$ cat src/rtl/core/afcd_pkg.sv
// ----------------------------------------------------------------------------
// afcd_pkg: shared types and constants
// Types, codes and constants for the animation frame command decoder.
// ----------------------------------------------------------------------------
`default_nettype none

package afcd_pkg;

  localparam int unsigned ScreenBytesDef  = 64000;
  localparam int unsigned PaletteBytesDef = 768;
  localparam int unsigned QueueDepth      = 4;

  localparam logic [7:0] RunMask  = 8'hc0;
  localparam logic [7:0] CountMask = 8'h3f;

  typedef enum logic [4:0] {
    PH_HDR      = 5'd0,
    PH_OP       = 5'd1,
    PH_PAL_RAW  = 5'd2,
    PH_PAL_CTRL = 5'd3,
    PH_PAL_VAL  = 5'd4,
    PH_FILL     = 5'd5,
    PH_SCR_RAW  = 5'd6,
    PH_SCR_CTRL = 5'd7,
    PH_SCR_VAL  = 5'd8,
    PH_CNT_LO   = 5'd9,
    PH_CNT_HI   = 5'd10,
    PH_OFF_LO   = 5'd11,
    PH_OFF_HI   = 5'd12,
    PH_RUN      = 5'd13,
    PH_VAL      = 5'd14,
    PH_LIT      = 5'd15,
    PH_DONE     = 5'd16
  } phase_e;

  typedef enum logic [2:0] {
    KIND_FILL   = 3'd0,
    KIND_STAGE  = 3'd1,
    KIND_COMMIT = 3'd2,
    KIND_FRAME  = 3'd3,
    KIND_ENTRY  = 3'd4,
    KIND_ERROR  = 3'd5
  } kind_e;

  typedef enum logic [2:0] {
    ERR_NONE     = 3'd0,
    ERR_TRUNC    = 3'd1,
    ERR_OPCODE   = 3'd2,
    ERR_OVERFLOW = 3'd3,
    ERR_TRAILING = 3'd4
  } err_e;

  localparam logic [7:0] OP_NOP     = 8'd0;
  localparam logic [7:0] OP_PAL_RAW = 8'd1;
  localparam logic [7:0] OP_PAL_RLE = 8'd2;
  localparam logic [7:0] OP_FILL    = 8'd4;
  localparam logic [7:0] OP_SCR_RAW = 8'd5;
  localparam logic [7:0] OP_SCR_RLE = 8'd6;
  localparam logic [7:0] OP_POKE    = 8'd7;
  localparam logic [7:0] OP_RUNS    = 8'd8;
  localparam logic [7:0] OP_SPANS   = 8'd9;

  // One decoded step: an optional write and an optional status result.
  typedef struct packed {
    logic        w_has;
    kind_e       w_kind;
    logic [15:0] w_addr;
    logic [15:0] w_len;
    logic [7:0]  w_val;
    logic        e_has;
    kind_e       e_kind;
    err_e        e_code;
  } step_t;

endpackage

`default_nettype wire

$ cat src/rtl/core/afcd_if.sv
// ----------------------------------------------------------------------------
// afcd_in_if / afcd_out_if: stream channels
// Valid/ready channels for input bytes and decoded results.
// ----------------------------------------------------------------------------
`default_nettype none

interface afcd_in_if;
  logic       valid;
  logic       ready;
  logic [7:0] data_byte;
  logic       last_byte;
  modport source (output valid, data_byte, last_byte, input ready);
  modport sink (input valid, data_byte, last_byte, output ready);
endinterface

interface afcd_out_if;
  logic        valid;
  logic        ready;
  logic [2:0]  kind;
  logic [15:0] address;
  logic [15:0] length;
  logic [7:0]  value;
  logic [2:0]  error_code;
  logic        last_of_input;
  modport source (output valid, kind, address, length, value, error_code, last_of_input,
                  input ready);
  modport sink (input valid, kind, address, length, value, error_code, last_of_input,
                output ready);
endinterface

`default_nettype wire

$ cat src/rtl/core/afcd_front.sv
// ----------------------------------------------------------------------------
// afcd_front: byte parser
// Tracks frame and command phase per byte and emits one step record.
// ----------------------------------------------------------------------------
`default_nettype none

module afcd_front #(
  parameter int unsigned ScreenBytes  = 64000,
  parameter int unsigned PaletteBytes = 768
) (
  input  wire                 clk_i,
  input  wire                 rst_ni,
  input  wire  [15:0]         frame_total_i,
  input  wire                 take_i,
  input  wire  [7:0]          byte_i,
  input  wire                 last_i,
  output logic                halted_o,
  output afcd_pkg::step_t     step_o
);
  import afcd_pkg::*;

  localparam logic [16:0] ScrB = 17'(ScreenBytes);
  localparam logic [16:0] PalB = 17'(PaletteBytes);

  phase_e      phase_q, phase_d;
  logic [2:0]  hidx_q, hidx_d;
  logic [15:0] flen_q, flen_d, fused_q, fused_d, cmds_q, cmds_d;
  logic [3:0]  opc_q, opc_d;
  logic [9:0]  pidx_q, pidx_d;
  logic [15:0] sidx_q, sidx_d, ents_q, ents_d, toff_q, toff_d;
  logic [7:0]  run_q, run_d, lo_q, lo_d;
  logic [15:0] fdone_q, fdone_d;
  logic        fault_q, fault_d;

  always_ff @(posedge clk_i or negedge rst_ni) begin
    if (!rst_ni) begin
      phase_q <= PH_HDR; hidx_q <= '0; flen_q <= '0; fused_q <= '0; cmds_q <= '0;
      opc_q <= '0; pidx_q <= '0; sidx_q <= '0; ents_q <= '0; toff_q <= '0;
      run_q <= '0; lo_q <= '0; fdone_q <= '0; fault_q <= 1'b0;
    end else if (take_i) begin
      phase_q <= phase_d; hidx_q <= hidx_d; flen_q <= flen_d; fused_q <= fused_d;
      cmds_q <= cmds_d; opc_q <= opc_d; pidx_q <= pidx_d; sidx_q <= sidx_d;
      ents_q <= ents_d; toff_q <= toff_d; run_q <= run_d; lo_q <= lo_d;
      fdone_q <= fdone_d; fault_q <= fault_d;
    end
  end

  assign halted_o = fault_q || (phase_q == PH_DONE);

  always_comb begin
    logic        cdone;
    logic [16:0] sum;
    logic [16:0] n17;
    logic [15:0] fd1;
    logic        eend;
    phase_d = phase_q; hidx_d = hidx_q; flen_d = flen_q; fused_d = fused_q;
    cmds_d = cmds_q; opc_d = opc_q; pidx_d = pidx_q; sidx_d = sidx_q;
    ents_d = ents_q; toff_d = toff_q; run_d = run_q; lo_d = lo_q;
    fdone_d = fdone_q; fault_d = fault_q;
    step_o = '0;
    step_o.w_kind = KIND_FILL; step_o.e_kind = KIND_FILL; step_o.e_code = ERR_NONE;
    cdone = 1'b0; sum = '0; n17 = '0; eend = 1'b0;
    fd1 = fdone_q + 16'd1;

    if (phase_q == PH_HDR) begin
      hidx_d = hidx_q + 3'd1;
      unique case (hidx_q)
        3'd0: begin
          if (fdone_q >= frame_total_i) begin
            step_o.e_has = 1'b1; step_o.e_kind = KIND_ENTRY; phase_d = PH_DONE;
            hidx_d = hidx_q;
          end else flen_d = {8'd0, byte_i};
        end
        3'd1: flen_d = {byte_i, flen_q[7:0]};
        3'd2: cmds_d = {8'd0, byte_i};
        3'd3: cmds_d = {byte_i, cmds_q[7:0]};
        3'd7: begin
          hidx_d = '0; fused_d = '0;
          if (flen_q == 16'd0) begin
            if (cmds_q == 16'd0) begin
              fdone_d = fd1; step_o.e_has = 1'b1;
              if (fd1 >= frame_total_i) begin
                step_o.e_kind = KIND_ENTRY; phase_d = PH_DONE;
              end else begin
                step_o.e_kind = KIND_FRAME;
              end
            end else begin
              step_o.e_has = 1'b1; step_o.e_kind = KIND_ERROR; step_o.e_code = ERR_TRUNC;
              fault_d = 1'b1;
            end
          end else if (cmds_q == 16'd0) begin
            step_o.e_has = 1'b1; step_o.e_kind = KIND_ERROR; step_o.e_code = ERR_TRAILING;
            fault_d = 1'b1;
          end else phase_d = PH_OP;
        end
        default: ;
      endcase
    end else if (phase_q != PH_DONE) begin
      fused_d = fused_q + 16'd1;
      unique case (phase_q)
        PH_OP: begin
          case (byte_i)
            OP_NOP: cdone = 1'b1;
            OP_PAL_RAW: begin
              if ({1'b0, fused_d} + PalB > {1'b0, flen_q}) begin
                step_o.e_has = 1'b1; step_o.e_code = ERR_TRUNC; fault_d = 1'b1;
              end else begin
                pidx_d = '0; phase_d = PH_PAL_RAW;
              end
            end
            OP_PAL_RLE: begin pidx_d = '0; phase_d = PH_PAL_CTRL; end
            OP_FILL: phase_d = PH_FILL;
            OP_SCR_RAW: begin
              if ({1'b0, fused_d} + ScrB > {1'b0, flen_q}) begin
                step_o.e_has = 1'b1; step_o.e_code = ERR_TRUNC; fault_d = 1'b1;
              end else begin
                sidx_d = '0; phase_d = PH_SCR_RAW;
              end
            end
            OP_SCR_RLE: begin sidx_d = '0; phase_d = PH_SCR_CTRL; end
            OP_POKE, OP_RUNS, OP_SPANS: begin opc_d = byte_i[3:0]; phase_d = PH_CNT_LO; end
            default: begin
              step_o.e_has = 1'b1; step_o.e_code = ERR_OPCODE; fault_d = 1'b1;
            end
          endcase
        end
        PH_PAL_RAW, PH_PAL_CTRL, PH_PAL_VAL: begin
          if (phase_q == PH_PAL_CTRL && (byte_i & RunMask) == RunMask) begin
            if ({7'd0, pidx_q} + {11'd0, byte_i[5:0]} > PalB) begin
              step_o.e_has = 1'b1; step_o.e_code = ERR_OVERFLOW; fault_d = 1'b1;
            end else begin
              run_d = byte_i & CountMask; phase_d = PH_PAL_VAL;
            end
          end else if (phase_q == PH_PAL_VAL && run_q == 8'd0) begin
            phase_d = PH_PAL_CTRL;
          end else begin
            if (phase_q == PH_PAL_VAL) begin
              phase_d = PH_PAL_CTRL;
              pidx_d = pidx_q + {2'd0, run_q};
              step_o.w_len = {8'd0, run_q};
            end else begin
              pidx_d = pidx_q + 10'd1;
              step_o.w_len = 16'd1;
            end
            step_o.w_has = 1'b1; step_o.w_addr = {6'd0, pidx_q}; step_o.w_val = byte_i;
            cdone = ({7'd0, pidx_d} >= PalB);
            step_o.w_kind = cdone ? KIND_COMMIT : KIND_STAGE;
          end
        end
        PH_FILL: begin
          step_o.w_has = 1'b1; step_o.w_len = ScrB[15:0]; step_o.w_val = byte_i;
          cdone = 1'b1;
        end
        PH_SCR_RAW, PH_SCR_CTRL, PH_SCR_VAL: begin
          if (phase_q == PH_SCR_CTRL && (byte_i & RunMask) == RunMask) begin
            if ({1'b0, sidx_q} + {11'd0, byte_i[5:0]} > ScrB) begin
              step_o.e_has = 1'b1; step_o.e_code = ERR_OVERFLOW; fault_d = 1'b1;
            end else begin
              run_d = byte_i & CountMask; phase_d = PH_SCR_VAL;
            end
          end else if (phase_q == PH_SCR_VAL && run_q == 8'd0) begin
            phase_d = PH_SCR_CTRL;
          end else begin
            if (phase_q == PH_SCR_VAL) begin
              phase_d = PH_SCR_CTRL;
              sidx_d = sidx_q + {8'd0, run_q};
              step_o.w_len = {8'd0, run_q};
            end else begin
              sidx_d = sidx_q + 16'd1;
              step_o.w_len = 16'd1;
            end
            step_o.w_has = 1'b1; step_o.w_addr = sidx_q; step_o.w_val = byte_i;
            cdone = ({1'b0, sidx_d} >= ScrB);
          end
        end
        PH_CNT_LO: begin lo_d = byte_i; phase_d = PH_CNT_HI; end
        PH_CNT_HI: begin
          ents_d = {byte_i, lo_q};
          if (ents_d == 16'd0) cdone = 1'b1;
          else phase_d = PH_OFF_LO;
        end
        PH_OFF_LO: begin lo_d = byte_i; phase_d = PH_OFF_HI; end
        PH_OFF_HI: begin
          toff_d = {byte_i, lo_q};
          phase_d = (opc_q == OP_POKE[3:0]) ? PH_VAL : PH_RUN;
        end
        PH_RUN: begin
          run_d = byte_i;
          if (opc_q == OP_RUNS[3:0]) phase_d = PH_VAL;
          else if ({1'b0, fused_d} + {9'd0, byte_i} > {1'b0, flen_q}) begin
            step_o.e_has = 1'b1; step_o.e_code = ERR_TRUNC; fault_d = 1'b1;
          end else if (byte_i == 8'd0) eend = 1'b1;
          else phase_d = PH_LIT;
        end
        PH_VAL: begin
          if ({1'b0, toff_q} < ScrB) begin
            n17 = (opc_q == OP_POKE[3:0]) ? 17'd1 : {9'd0, run_q};
            sum = {1'b0, toff_q} + n17;
            if (sum > ScrB) n17 = ScrB - {1'b0, toff_q};
            if (n17 != 17'd0) begin
              step_o.w_has = 1'b1; step_o.w_addr = toff_q; step_o.w_len = n17[15:0];
              step_o.w_val = byte_i;
            end
          end
          eend = 1'b1;
        end
        PH_LIT: begin
          if ({1'b0, toff_q} < ScrB) begin
            step_o.w_has = 1'b1; step_o.w_addr = toff_q; step_o.w_len = 16'd1;
            step_o.w_val = byte_i;
          end
          if (toff_q != 16'hffff) toff_d = toff_q + 16'd1;
          run_d = run_q - 8'd1;
          if (run_d == 8'd0) eend = 1'b1;
        end
        default: ;
      endcase

      if (eend) begin
        ents_d = ents_q - 16'd1;
        if (ents_d == 16'd0) cdone = 1'b1;
        else phase_d = PH_OFF_LO;
      end

      if (step_o.e_has) step_o.e_kind = KIND_ERROR;
      else begin
        if (cdone) begin
          cmds_d = cmds_q - 16'd1;
          if (cmds_d == 16'd0) begin
            step_o.e_has = 1'b1;
            if (fused_d == flen_q) begin
              fdone_d = fd1;
              if (fd1 >= frame_total_i) begin
                step_o.e_kind = KIND_ENTRY; phase_d = PH_DONE;
              end else begin
                step_o.e_kind = KIND_FRAME; phase_d = PH_HDR; hidx_d = '0;
              end
            end else begin
              step_o.e_kind = KIND_ERROR; step_o.e_code = ERR_TRAILING; fault_d = 1'b1;
            end
          end else phase_d = PH_OP;
        end
        if (!step_o.e_has && fused_d >= flen_q) begin
          step_o.e_has = 1'b1; step_o.e_kind = KIND_ERROR; step_o.e_code = ERR_TRUNC;
          fault_d = 1'b1;
        end
      end
    end

    // Early end of the entry overrides a frame done.
    if (last_i && !fault_d && phase_d != PH_DONE) begin
      step_o.e_has = 1'b1; step_o.e_kind = KIND_ERROR; step_o.e_code = ERR_TRUNC;
      fault_d = 1'b1;
    end
  end

endmodule

`default_nettype wire

$ cat src/rtl/core/afcd_queue.sv
// ----------------------------------------------------------------------------
// afcd_queue: step queue
// Small FIFO of step records between parser and result sequencer.
// ----------------------------------------------------------------------------
`default_nettype none

module afcd_queue #(
  parameter int unsigned Depth = 4
) (
  input  wire              clk_i,
  input  wire              rst_ni,
  input  wire              push_i,
  input  afcd_pkg::step_t  data_i,
  output logic             full_o,
  input  wire              pop_i,
  output logic             empty_o,
  output afcd_pkg::step_t  data_o
);
  import afcd_pkg::*;

  localparam int unsigned Aw = (Depth > 1) ? $clog2(Depth) : 1;

  step_t        mem_q [Depth];
  logic [Aw-1:0] wp_q, rp_q;
  logic [Aw:0]   cnt_q;

  assign full_o  = (cnt_q == (Aw+1)'(Depth));
  assign empty_o = (cnt_q == '0);
  assign data_o  = mem_q[rp_q];

  always_ff @(posedge clk_i) begin
    if (push_i) mem_q[wp_q] <= data_i;
  end

  always_ff @(posedge clk_i or negedge rst_ni) begin
    if (!rst_ni) begin
      wp_q <= '0; rp_q <= '0; cnt_q <= '0;
    end else begin
      if (push_i) wp_q <= (wp_q == Aw'(Depth - 1)) ? '0 : wp_q + 1'b1;
      if (pop_i) rp_q <= (rp_q == Aw'(Depth - 1)) ? '0 : rp_q + 1'b1;
      cnt_q <= cnt_q + (Aw+1)'(push_i) - (Aw+1)'(pop_i);
    end
  end

endmodule

`default_nettype wire

$ cat src/rtl/core/afcd_back.sv
// ----------------------------------------------------------------------------
// afcd_back: result sequencer
// Splits each step record into its one or two results on the output channel.
// ----------------------------------------------------------------------------
`default_nettype none

module afcd_back (
  input  wire               clk_i,
  input  wire               rst_ni,
  input  wire               empty_i,
  input  afcd_pkg::step_t   step_i,
  output logic              pop_o,
  afcd_out_if.source        out_o
);
  import afcd_pkg::*;

  logic sent_w_q;  // write half already delivered
  logic do_w;

  assign do_w = step_i.w_has && !sent_w_q;

  always_comb begin
    out_o.valid = !empty_i;
    out_o.kind = do_w ? step_i.w_kind : step_i.e_kind;
    out_o.address = do_w ? step_i.w_addr : 16'd0;
    out_o.length  = do_w ? step_i.w_len : 16'd0;
    out_o.value   = do_w ? step_i.w_val : 8'd0;
    out_o.error_code = do_w ? ERR_NONE : ((step_i.e_kind == KIND_ERROR) ? step_i.e_code : ERR_NONE);
    out_o.last_of_input = do_w ? !step_i.e_has : 1'b1;
    pop_o = !empty_i && out_o.ready && !(do_w && step_i.e_has);
  end

  always_ff @(posedge clk_i or negedge rst_ni) begin
    if (!rst_ni) sent_w_q <= 1'b0;
    else if (!empty_i && out_o.ready) sent_w_q <= do_w && step_i.e_has;
  end

endmodule

`default_nettype wire

$ cat src/rtl/core/animation_frame_command_decoder.sv
// ----------------------------------------------------------------------------
// animation_frame_command_decoder: animation frame byte stream decoder
// Turns the frames of an animation entry into screen fill and palette writes.
// ----------------------------------------------------------------------------
// The block takes one byte per cycle on in_i and never stalls while the
// internal queue has room. Each byte produces at most two results (one write,
// then a frame done, entry done or error); a byte with two results holds the
// output until both are taken, so sustained rate is one byte per cycle when bytes
// give one result or none, bounded by the output port at one result a cycle.
// Results of an accepted byte pass through the queue register to the output.
// After an error or entry done the block drops all further bytes until
// reset. Write frame_total_i only while idle.
`default_nettype none

module animation_frame_command_decoder #(
  parameter int unsigned ScreenBytes  = afcd_pkg::ScreenBytesDef,
  parameter int unsigned PaletteBytes = afcd_pkg::PaletteBytesDef
) (
  input  wire         clk_i,
  input  wire         rst_ni,
  input  wire         cfg_we_i,
  input  wire  [15:0] cfg_wdata_i,
  afcd_in_if.sink     in_i,
  afcd_out_if.source  out_o
);
  import afcd_pkg::*;

  logic [15:0] frame_total_q;
  logic        full, empty, pop, halted, take, push;
  step_t       step_f, step_b;

  always_ff @(posedge clk_i or negedge rst_ni) begin
    if (!rst_ni) frame_total_q <= '0;
    else if (cfg_we_i) frame_total_q <= cfg_wdata_i;
  end

  // Accept whenever the queue has room; halted bytes are dropped.
  assign in_i.ready = !full;
  assign take = in_i.valid && !full && !halted;
  assign push = take && (step_f.w_has || step_f.e_has);

  afcd_front #(.ScreenBytes(ScreenBytes), .PaletteBytes(PaletteBytes)) u_front (
    .clk_i, .rst_ni, .frame_total_i(frame_total_q), .take_i(take),
    .byte_i(in_i.data_byte), .last_i(in_i.last_byte), .halted_o(halted), .step_o(step_f)
  );

  afcd_queue #(.Depth(QueueDepth)) u_queue (
    .clk_i, .rst_ni, .push_i(push), .data_i(step_f), .full_o(full),
    .pop_i(pop), .empty_o(empty), .data_o(step_b)
  );

  afcd_back u_back (
    .clk_i, .rst_ni, .empty_i(empty), .step_i(step_b), .pop_o(pop), .out_o(out_o)
  );

endmodule

`default_nettype wire

$ cat src/flat_wrapper.sv
// flat-port wrapper written by rule: the top's interface ports become plain ports
module animation_frame_command_decoder_flat import afcd_pkg::*;
#(
  parameter int unsigned ScreenBytes  = afcd_pkg::ScreenBytesDef,
  parameter int unsigned PaletteBytes = afcd_pkg::PaletteBytesDef
)
  (clk_i, rst_ni, cfg_we_i, cfg_wdata_i, in_i_valid, in_i_data_byte, in_i_last_byte, in_i_ready, out_o_valid, out_o_kind, out_o_address, out_o_length, out_o_value, out_o_error_code, out_o_last_of_input, out_o_ready);
  afcd_in_if in_i_i ();
  afcd_out_if out_o_i ();
  input  wire clk_i;
  input  wire rst_ni;
  input  wire cfg_we_i;
  input  wire  [15:0] cfg_wdata_i;
  input wire logic [$bits(in_i_i.valid)-1:0] in_i_valid;
  input wire logic [$bits(in_i_i.data_byte)-1:0] in_i_data_byte;
  input wire logic [$bits(in_i_i.last_byte)-1:0] in_i_last_byte;
  output wire logic [$bits(in_i_i.ready)-1:0] in_i_ready;
  output wire logic [$bits(out_o_i.valid)-1:0] out_o_valid;
  output wire logic [$bits(out_o_i.kind)-1:0] out_o_kind;
  output wire logic [$bits(out_o_i.address)-1:0] out_o_address;
  output wire logic [$bits(out_o_i.length)-1:0] out_o_length;
  output wire logic [$bits(out_o_i.value)-1:0] out_o_value;
  output wire logic [$bits(out_o_i.error_code)-1:0] out_o_error_code;
  output wire logic [$bits(out_o_i.last_of_input)-1:0] out_o_last_of_input;
  input wire logic [$bits(out_o_i.ready)-1:0] out_o_ready;
  assign in_i_i.valid = in_i_valid;
  assign in_i_i.data_byte = in_i_data_byte;
  assign in_i_i.last_byte = in_i_last_byte;
  assign in_i_ready = in_i_i.ready;
  assign out_o_valid = out_o_i.valid;
  assign out_o_kind = out_o_i.kind;
  assign out_o_address = out_o_i.address;
  assign out_o_length = out_o_i.length;
  assign out_o_value = out_o_i.value;
  assign out_o_error_code = out_o_i.error_code;
  assign out_o_last_of_input = out_o_i.last_of_input;
  assign out_o_i.ready = out_o_ready;
  animation_frame_command_decoder #(.ScreenBytes(ScreenBytes), .PaletteBytes(PaletteBytes)) u_core (.clk_i(clk_i), .rst_ni(rst_ni), .cfg_we_i(cfg_we_i), .cfg_wdata_i(cfg_wdata_i), .in_i(in_i_i), .out_o(out_o_i));
endmodule
$ cat config.mk
export PLATFORM = sky130hd
export DESIGN_NAME = animation_frame_command_decoder_flat
export DESIGN_NICKNAME = d
export VERILOG_FILES = /design/src/rtl/core/afcd_pkg.sv /design/src/rtl/core/afcd_if.sv /design/src/rtl/core/afcd_front.sv /design/src/rtl/core/afcd_queue.sv /design/src/rtl/core/afcd_back.sv /design/src/rtl/core/animation_frame_command_decoder.sv /design/src/flat_wrapper.sv
export SDC_FILE = /design/constraint.sdc
export NUM_CORES = 1
export LEC_CHECK = 0
export BUFFER_PORTS_ARGS = -buffer_cell sky130_fd_sc_hd__buf_2
export CAP_MARGIN = 20
export CORE_ASPECT_RATIO = 0.8
export CORE_MARGIN = 1.5
export CORE_UTILIZATION = 60
export DETAILED_ROUTE_END_ITERATION = 8
export PLACE_DENSITY = 0.77
export SKIP_CTS_REPAIR_TIMING = 1
export SYNTH_ARGS = -nofsm -noshare
export SYNTH_HDL_FRONTEND = slang
export SYNTH_SLANG_ARGS = --single-unit
$ cat constraint.sdc
create_clock -name clk_i -period 20.7 [get_ports clk_i]
set_clock_uncertainty 0.2 [all_clocks]
set_input_delay 1.035 -clock clk_i [delete_from_list [all_inputs] [get_ports clk_i]]
set_output_delay 1.035 -clock clk_i [all_outputs]
set_load 0.03 [all_outputs]
==> results.ini, run 1 <==
[status]
status = finished, violations left
violations = design-rule violations

[clock_tree]
htreeDepth = 2
cts_buffer_depth = 3
cts-buffers-inserted = 38
root_buffer = clkbuf_16
clk_pin_slew_ns = 0.07
cts_num_sinks = 375
cts_tree = yes
clkLatencyLatePin_ns = 0.56

[global_route]
grt_usage = 0.332
grt_pass1_vias = 18300
grt_max_degree = 101
antenna_found_initial = 0
grt_overflow = 0
grt_first_pass_wirelength_um = 105000

[job]
cap_violations = 0

[finish]
design_area_um2 = 26000
area_growth_pct = 9.15
fin_util = 0.662
fin_nets = 2603
drive_above_1_share = 0.116

[synth]
synth_cells = 2383
async_flop_share = 0.467
synthTopCellsByCount = nand2_1, edfxtp_1, o21ai_0
syn_nets = 2571
synth_top_cell_area_share = 0.252
yosysTopAreaCell = edfxtp_1
yosys_warnings = 0
synth-edff-count = 200
synth_top_cells_by_area = edfxtp_1, dfrtp_1, ha_1, mux4_2, o21ai_0
syn_area_um2 = 23800
ys_ff_latch = 375
yosysMostFrequentCell = nand2_1
avgSynthCellArea_um2 = 10.0
synth-main-ff-cell = edfxtp_1
yosysUniqueCellTypes = 93
yosysSeqAreaShare = 0.436

[hold_path]
min-delay-path-class = flip-flop to flip-flop
min_delay_path_depth = 2

[timing]
final-hold-violation-count = 0
holdWs_ns = 0.309
max_freq_mhz = 125
finalCritPeriodShare = 0.385
grt_setup_unrepaired = no
slew_viol_final = 0
slew_headroom = 0.239
setup-violations-final = 0
max_slew.worst_pin.slew_ns = 1.13
setup_tns_ns = 0
min_period_ns = 7.98

[routing]
dr.first_iter.drc_count = 2446
vias = 19500
viasPerCell = 6.55
drc = 3
wirelength_um = 67600
drtPass1Iterations = 9
ant_nets = 0
wl_per_cell_um = 22.7

[floorplan]
rows = 65
fp.dieArea_um2 = 40900
pin_count = 79
coreArea_um2 = 39300
die_h_um = 181
start_util = 0.607
die_w_um = 226

[pwr]
p_comb_frac = 0.378
p_int_mw = 1.62
p_clk_frac = 0.267
p_per_area_nw_per_um2 = 102
seq_power_share = 0.355
p_switching_mw = 1.03
netSwitchingFraction = 0.387
peakVddDrop_mv = 0.0712
leakage_nw = 10.7

[worst_setup_path]
crit_path_start_kind = flip-flop
worst-path-buf-inv = 3
end_kind = flip-flop
critical_path_depth = 30
crit_fanout = 50
crit_family = compound AO/OA/AOI/OAI gates
cpMaxStageDelayCell = a32oi_1
worst_ep_arrival_time_ns = 7.96
worstSetupPathType = flip-flop to flip-flop
max_stage_delay_ns = 0.58
critical_path_required_ns = 20.68
r2r_cells = 30

[place]
place_congestion = 0.962
placed_cell_area_um2 = 24700
dp_hpwl_um = 47300
port_buffers = 78

==> final cells by class <==
cell class / instances / area, um^2
timing repair buffer: 106 / 647
clock inverter: 27 / 295
clock buffer: 43 / 980
inverter: 122 / 458
sequential: 375 / 10400
fill: 3075 / 13300
multi-input combinational: 1772 / 12600
tap: 536 / 671
antenna: 1 / 2.50
==> worst register-to-register path: cells and delay by family, from the launching register on <==
| family | cells | cell delay, ns |
|---|---|---|
| flops | 1 | 0.47 |
| buf+inv | 3 | 1.03 |
| fa+ha+maj | 3 | 1.01 |
| simple gates | 6 | 0.61 |
| compound gates | 16 | 3.73 |
| xor+xnor | 2 | 0.47 |
==> kinds of logic (layout without fill, tap and decap cells) <==
group	after synthesis	count (layout)	share of synthesized area
xor gates and xnor gates	114	114	0.0419
muxes	82	82	0.0621
AOI/OAI and AO/OA	603	603	0.164
DFF	375	375	0.436
adders and majority gates	158	158	0.0852
other	0	1	0
and+or+nand+nor	815	815	0.174
buffers and inverters	236	298	0.0378
==> registers in the layout (all words and copies together) (netlist names), 10 cells and up <==
| signal | flops |
|---|---|
| u_core.u_front.fused_q | 16 |
| u_core.u_front.pidx_q | 10 |
| u_core.u_front.sidx_q | 16 |
| u_core.u_queue.mem_q | 200 |
| u_core.u_front.flen_q | 16 |
| u_core.u_front.fdone_q | 16 |
| u_core.u_front.toff_q | 16 |
| u_core.u_front.cmds_q | 16 |
| u_core.frame_total_q | 16 |
| u_core.u_front.ents_q | 16 |
==> worst paths after layout <==
path                                           startpoint                     endpoint  slack [ns]
worst max-delay path            u_core.u_front.fused_q[0]  u_core.u_queue.mem_q[2][25]       12.72
worst min-delay path               u_core.u_back.sent_w_q       u_core.u_back.sent_w_q        0.31
worst max register to register  u_core.u_front.fused_q[0]  u_core.u_queue.mem_q[2][25]       12.72
worst min register to register     u_core.u_back.sent_w_q       u_core.u_back.sent_w_q        0.31
max in group asynchronous                          rst_ni       u_core.u_queue.rp_q[0]       18.73
min in group asynchronous                          rst_ni      u_core.frame_total_q[1]        0.39
==> power groups by stage <==
stage / sequential, mW / combinational (mW) / clock [mW]
global placement: 0.949 / 0.951 / 0
floorplan: 0.922 / 0.718 / 0
global route: 0.949 / 1.10 / 0.746
finish: 0.941 / 1.00 / 0.708
detailed placement: 0.952 / 0.974 / 0
CTS: 0.938 / 0.985 / 0.717
==> layer usage <==
metal	wire, um	GRT usage	share of wire
met1	29500	0.495	0.44
met2	29000	0.485	0.43
met3	7500	0.0836	0.11
met4	1560	0.0843	0.023
met5	0	0	0
==> cells in the final DEF, fill, tap and decap left out, types with 26 or more instances in the layout <==
master,Yosys,final
a21oi_1,149,149
a22o_1,27,27
and2_1,36,32
and3_1,29,29
buf_2,8,77
buf_4,1,26
clkbuf_16,0,38
dfrtp_1,175,173
edfxtp_1,200,200
ha_1,151,151
inv_1,122,122
mux4_2,50,50
nand2_1,215,215
nand2b_1,29,28
nand3_1,70,70
nand4_1,33,33
nor2_1,156,154
nor2b_1,60,60
nor3_1,71,71
nor4_1,34,34
o21ai_0,181,181
xnor2_1,68,68
xor2_1,46,46
==> metrics by stage <==
stage               total power [mW]  setup WS, ns  instances
floorplan                       1.64         13.41       2383
finish                          2.65         12.72       2982
detailed placement              1.93         12.49       2909
global route                    2.79         12.11       2981
CTS                             2.64         12.86       2979
global placement                1.90         12.56       2909
Note: power is estimated with default switching activity, not from simulation.
==> run 2: changes to the inputs <==
- ABC_AREA: default -> 1
- clock period: 20.7 -> 7.65 ns (I/O delays scaled with it)
==> run 2 against run 1 <==
- the flow now finishes without violations
- power grew 100%
- fmax grew 15%
- register-to-register slack lost 12 ns
- core utilization grew 0.99 points
- non-clock buffer count grew 13
- combinational power grew 41%
- via count grew 14%
- worst setup slack lost 12 ns
- die area grew 2.4%
- critical endpoint is now u_core.u_queue.cnt_q[2]
- largest cell class unchanged
- largest power group is now registers
==> results.ini, run 2 <==
[pwr]
p_per_area_nw_per_um2 = 202
p_comb_frac = 0.263
peakVddDrop_mv = 0.188
p_switching_mw = 1.90
p_int_mw = 3.49
netSwitchingFraction = 0.352
seq_power_share = 0.403
p_clk_frac = 0.335
leakage_nw = 12.4

[timing]
finalCritPeriodShare = 0.904
grt_setup_unrepaired = no
min_period_ns = 6.92
max_slew.worst_pin.slew_ns = 1.13
worst_slack_ns = 0.732
setup-violations-final = 0
setup_tns_ns = 0
max_freq_mhz = 145
slew_headroom = 0.241
final-hold-violation-count = 0
slew_viol_final = 0

[routing]
drtPass1Iterations = 6
viasPerCell = 5.95
drc = 0
wl_per_cell_um = 19.3
dr.first_iter.drc_count = 2539
wirelength_um = 71900
ant_nets = 0
vias = 22200

[finish]
fin_cells = 3732
largest_register = u_core.u_queue.mem_q
final_cell_mix = nand2_1, nor2_1, inv_1, o21ai_0, edfxtp_1
final_common_cell = nand2_1
largest_reg_flops = 200
design_area_um2 = 26700
fillers = 3311
fin_nets = 3355
diodes = 0
area_growth_pct = 9.49
drive_above_1_share = 0.0807

[worst_setup_path]
worstSetupPathType = flip-flop to flip-flop
cp_common_cell = nand2_1
max_stage_delay_ns = 0.42
crit_path_start = u_core.u_front.fused_q[0]
cpMaxStageDelayCell = dfrtp_1
worst-path-buf-inv = 4
critical_path_required_ns = 7.89
crit_fanout = 18
end_kind = flip-flop
crit_family = simple AND/OR/NAND/NOR gates
crit_path_start_kind = flip-flop
critical_path_depth = 41
crit-reg2reg-launch = u_core.u_front.fused_q[0]
r2r_cells = 41
worst_ep_arrival_time_ns = 7.16

[synth]
syn_nets = 3276
yosysTopAreaCell = edfxtp_1
synth_top_cells_by_area = edfxtp_1, dfrtp_1, nand2_1, ha_1, nor2_1
avgSynthCellArea_um2 = 7.90
synth-main-ff-cell = edfxtp_1
yosysMostFrequentCell = nand2_1
synthTopCellsByCount = nand2_1, nor2_1, inv_1
syn_area_um2 = 24400
synth-edff-count = 200
yosys_warnings = 0
synth_top_cell_area_share = 0.246
yosysUniqueCellTypes = 64
async_flop_share = 0.467
yosysSeqAreaShare = 0.425
synth_cells = 3088
ys_ff_latch = 375

[hold_path]
min-delay-path-class = input pin to flip-flop
min_delay_path_depth = 3
holdCritStartpoint = cfg_we_i

[floorplan]
fp.dieArea_um2 = 41900
die_h_um = 183
start_util = 0.614
die_w_um = 229
coreArea_um2 = 39800
rows = 65
pin_count = 79

[global_route]
grt_max_degree = 82
grt_first_pass_wirelength_um = 112000
grt_usage = 0.342
grt_overflow = 0
antenna_found_initial = 0
grt_pass1_vias = 20500

[clock_tree]
root_buffer = clkbuf_16
cts_buffer_depth = 3
clk_pin_slew_ns = 0.07
clkLatencyLatePin_ns = 0.57
htreeDepth = 2
cts-buffers-inserted = 38
cts_tree = yes
cts_num_sinks = 375

[place]
dp_hpwl_um = 51600
place_ws_ns = 0.873
place_congestion = 0.980
placed_cell_area_um2 = 25300
dp.cells = 3642
port_buffers = 78

[job]
cap_violations = 0

[status]
status = completed

[run 2: metrics by stage]
step | utilization | total power [mW] | hold WS (ns)
floorplan | - | 3.18 | -0.113
global placement | 0.637 | 3.57 | 0.229
detailed placement | 0.637 | 3.60 | 0.236
CTS | 0.667 | 5.39 | -0.363
global route | 0.672 | 5.61 | 0.119
finish | 0.672 | 5.39 | 0.0876
[run 2: cell families (layout without fill, tap and decap cells)]
| logic type | after synthesis | count (layout) | synth area share |
|---|---|---|---|
| and+or+nand+nor | 1411 | 1411 | 0.249 |
| buffers and inverters | 476 | 584 | 0.0743 |
| DFF | 375 | 375 | 0.425 |
| xor gates and xnor gates | 99 | 99 | 0.0363 |
| muxes | 2 | 2 | 0.000923 |
| adders and majority gates | 158 | 158 | 0.0831 |
| AOI/OAI and AO/OA | 567 | 567 | 0.131 |
[run 2: layer usage]
metal,GRT usage,part of all wire,vias up,wire length (um)
li1,-,-,10500,-
met1,0.497,0.44,10400,31400
met2,0.503,0.42,1108,30100
met3,0.0880,0.12,142,8360
met4,0.101,0.029,0,2070
met5,0,0,-,0
[run 2: power by group through the flow]
stage	Sequential (mW)	Combinational, mW	Clock [mW]
5_1_grt	2.17	1.55	1.89
3_5_place_dp	2.21	1.40	0
2_1_floorplan	2.19	0.986	0
6_report	2.17	1.41	1.80
4_1_cts	2.17	1.40	1.82
3_3_place_gp	2.21	1.36	0
[run 2: final cells by class]
type	count	area, um^2	area share
inverter	396	1490	0.0558
sequential	375	10400	0.389
timing repair buffer	119	761	0.0285
clock inverter	21	178	0.00665
tap	536	671	0.0251
multi-input combinational	2237	12200	0.458
clock buffer	48	998	0.0374
[run 2: worst paths after layout]
path	to	slack [ns]
max	u_core.u_queue.cnt_q[2]	0.73
min	u_core.frame_total_q[4]	0.09
max reg2reg	u_core.u_queue.cnt_q[2]	0.73
min reg2reg	u_core.u_front.lo_q[3]	0.30
max in group asynchronous	u_core.u_queue.rp_q[0]	5.71
min in group asynchronous	u_core.frame_total_q[4]	0.20
[run 2: tightest hold or removal path: stages]
cell and delay (ns):
buf_2 0.25, nand2_1 0.10, o21ai_0 0.07
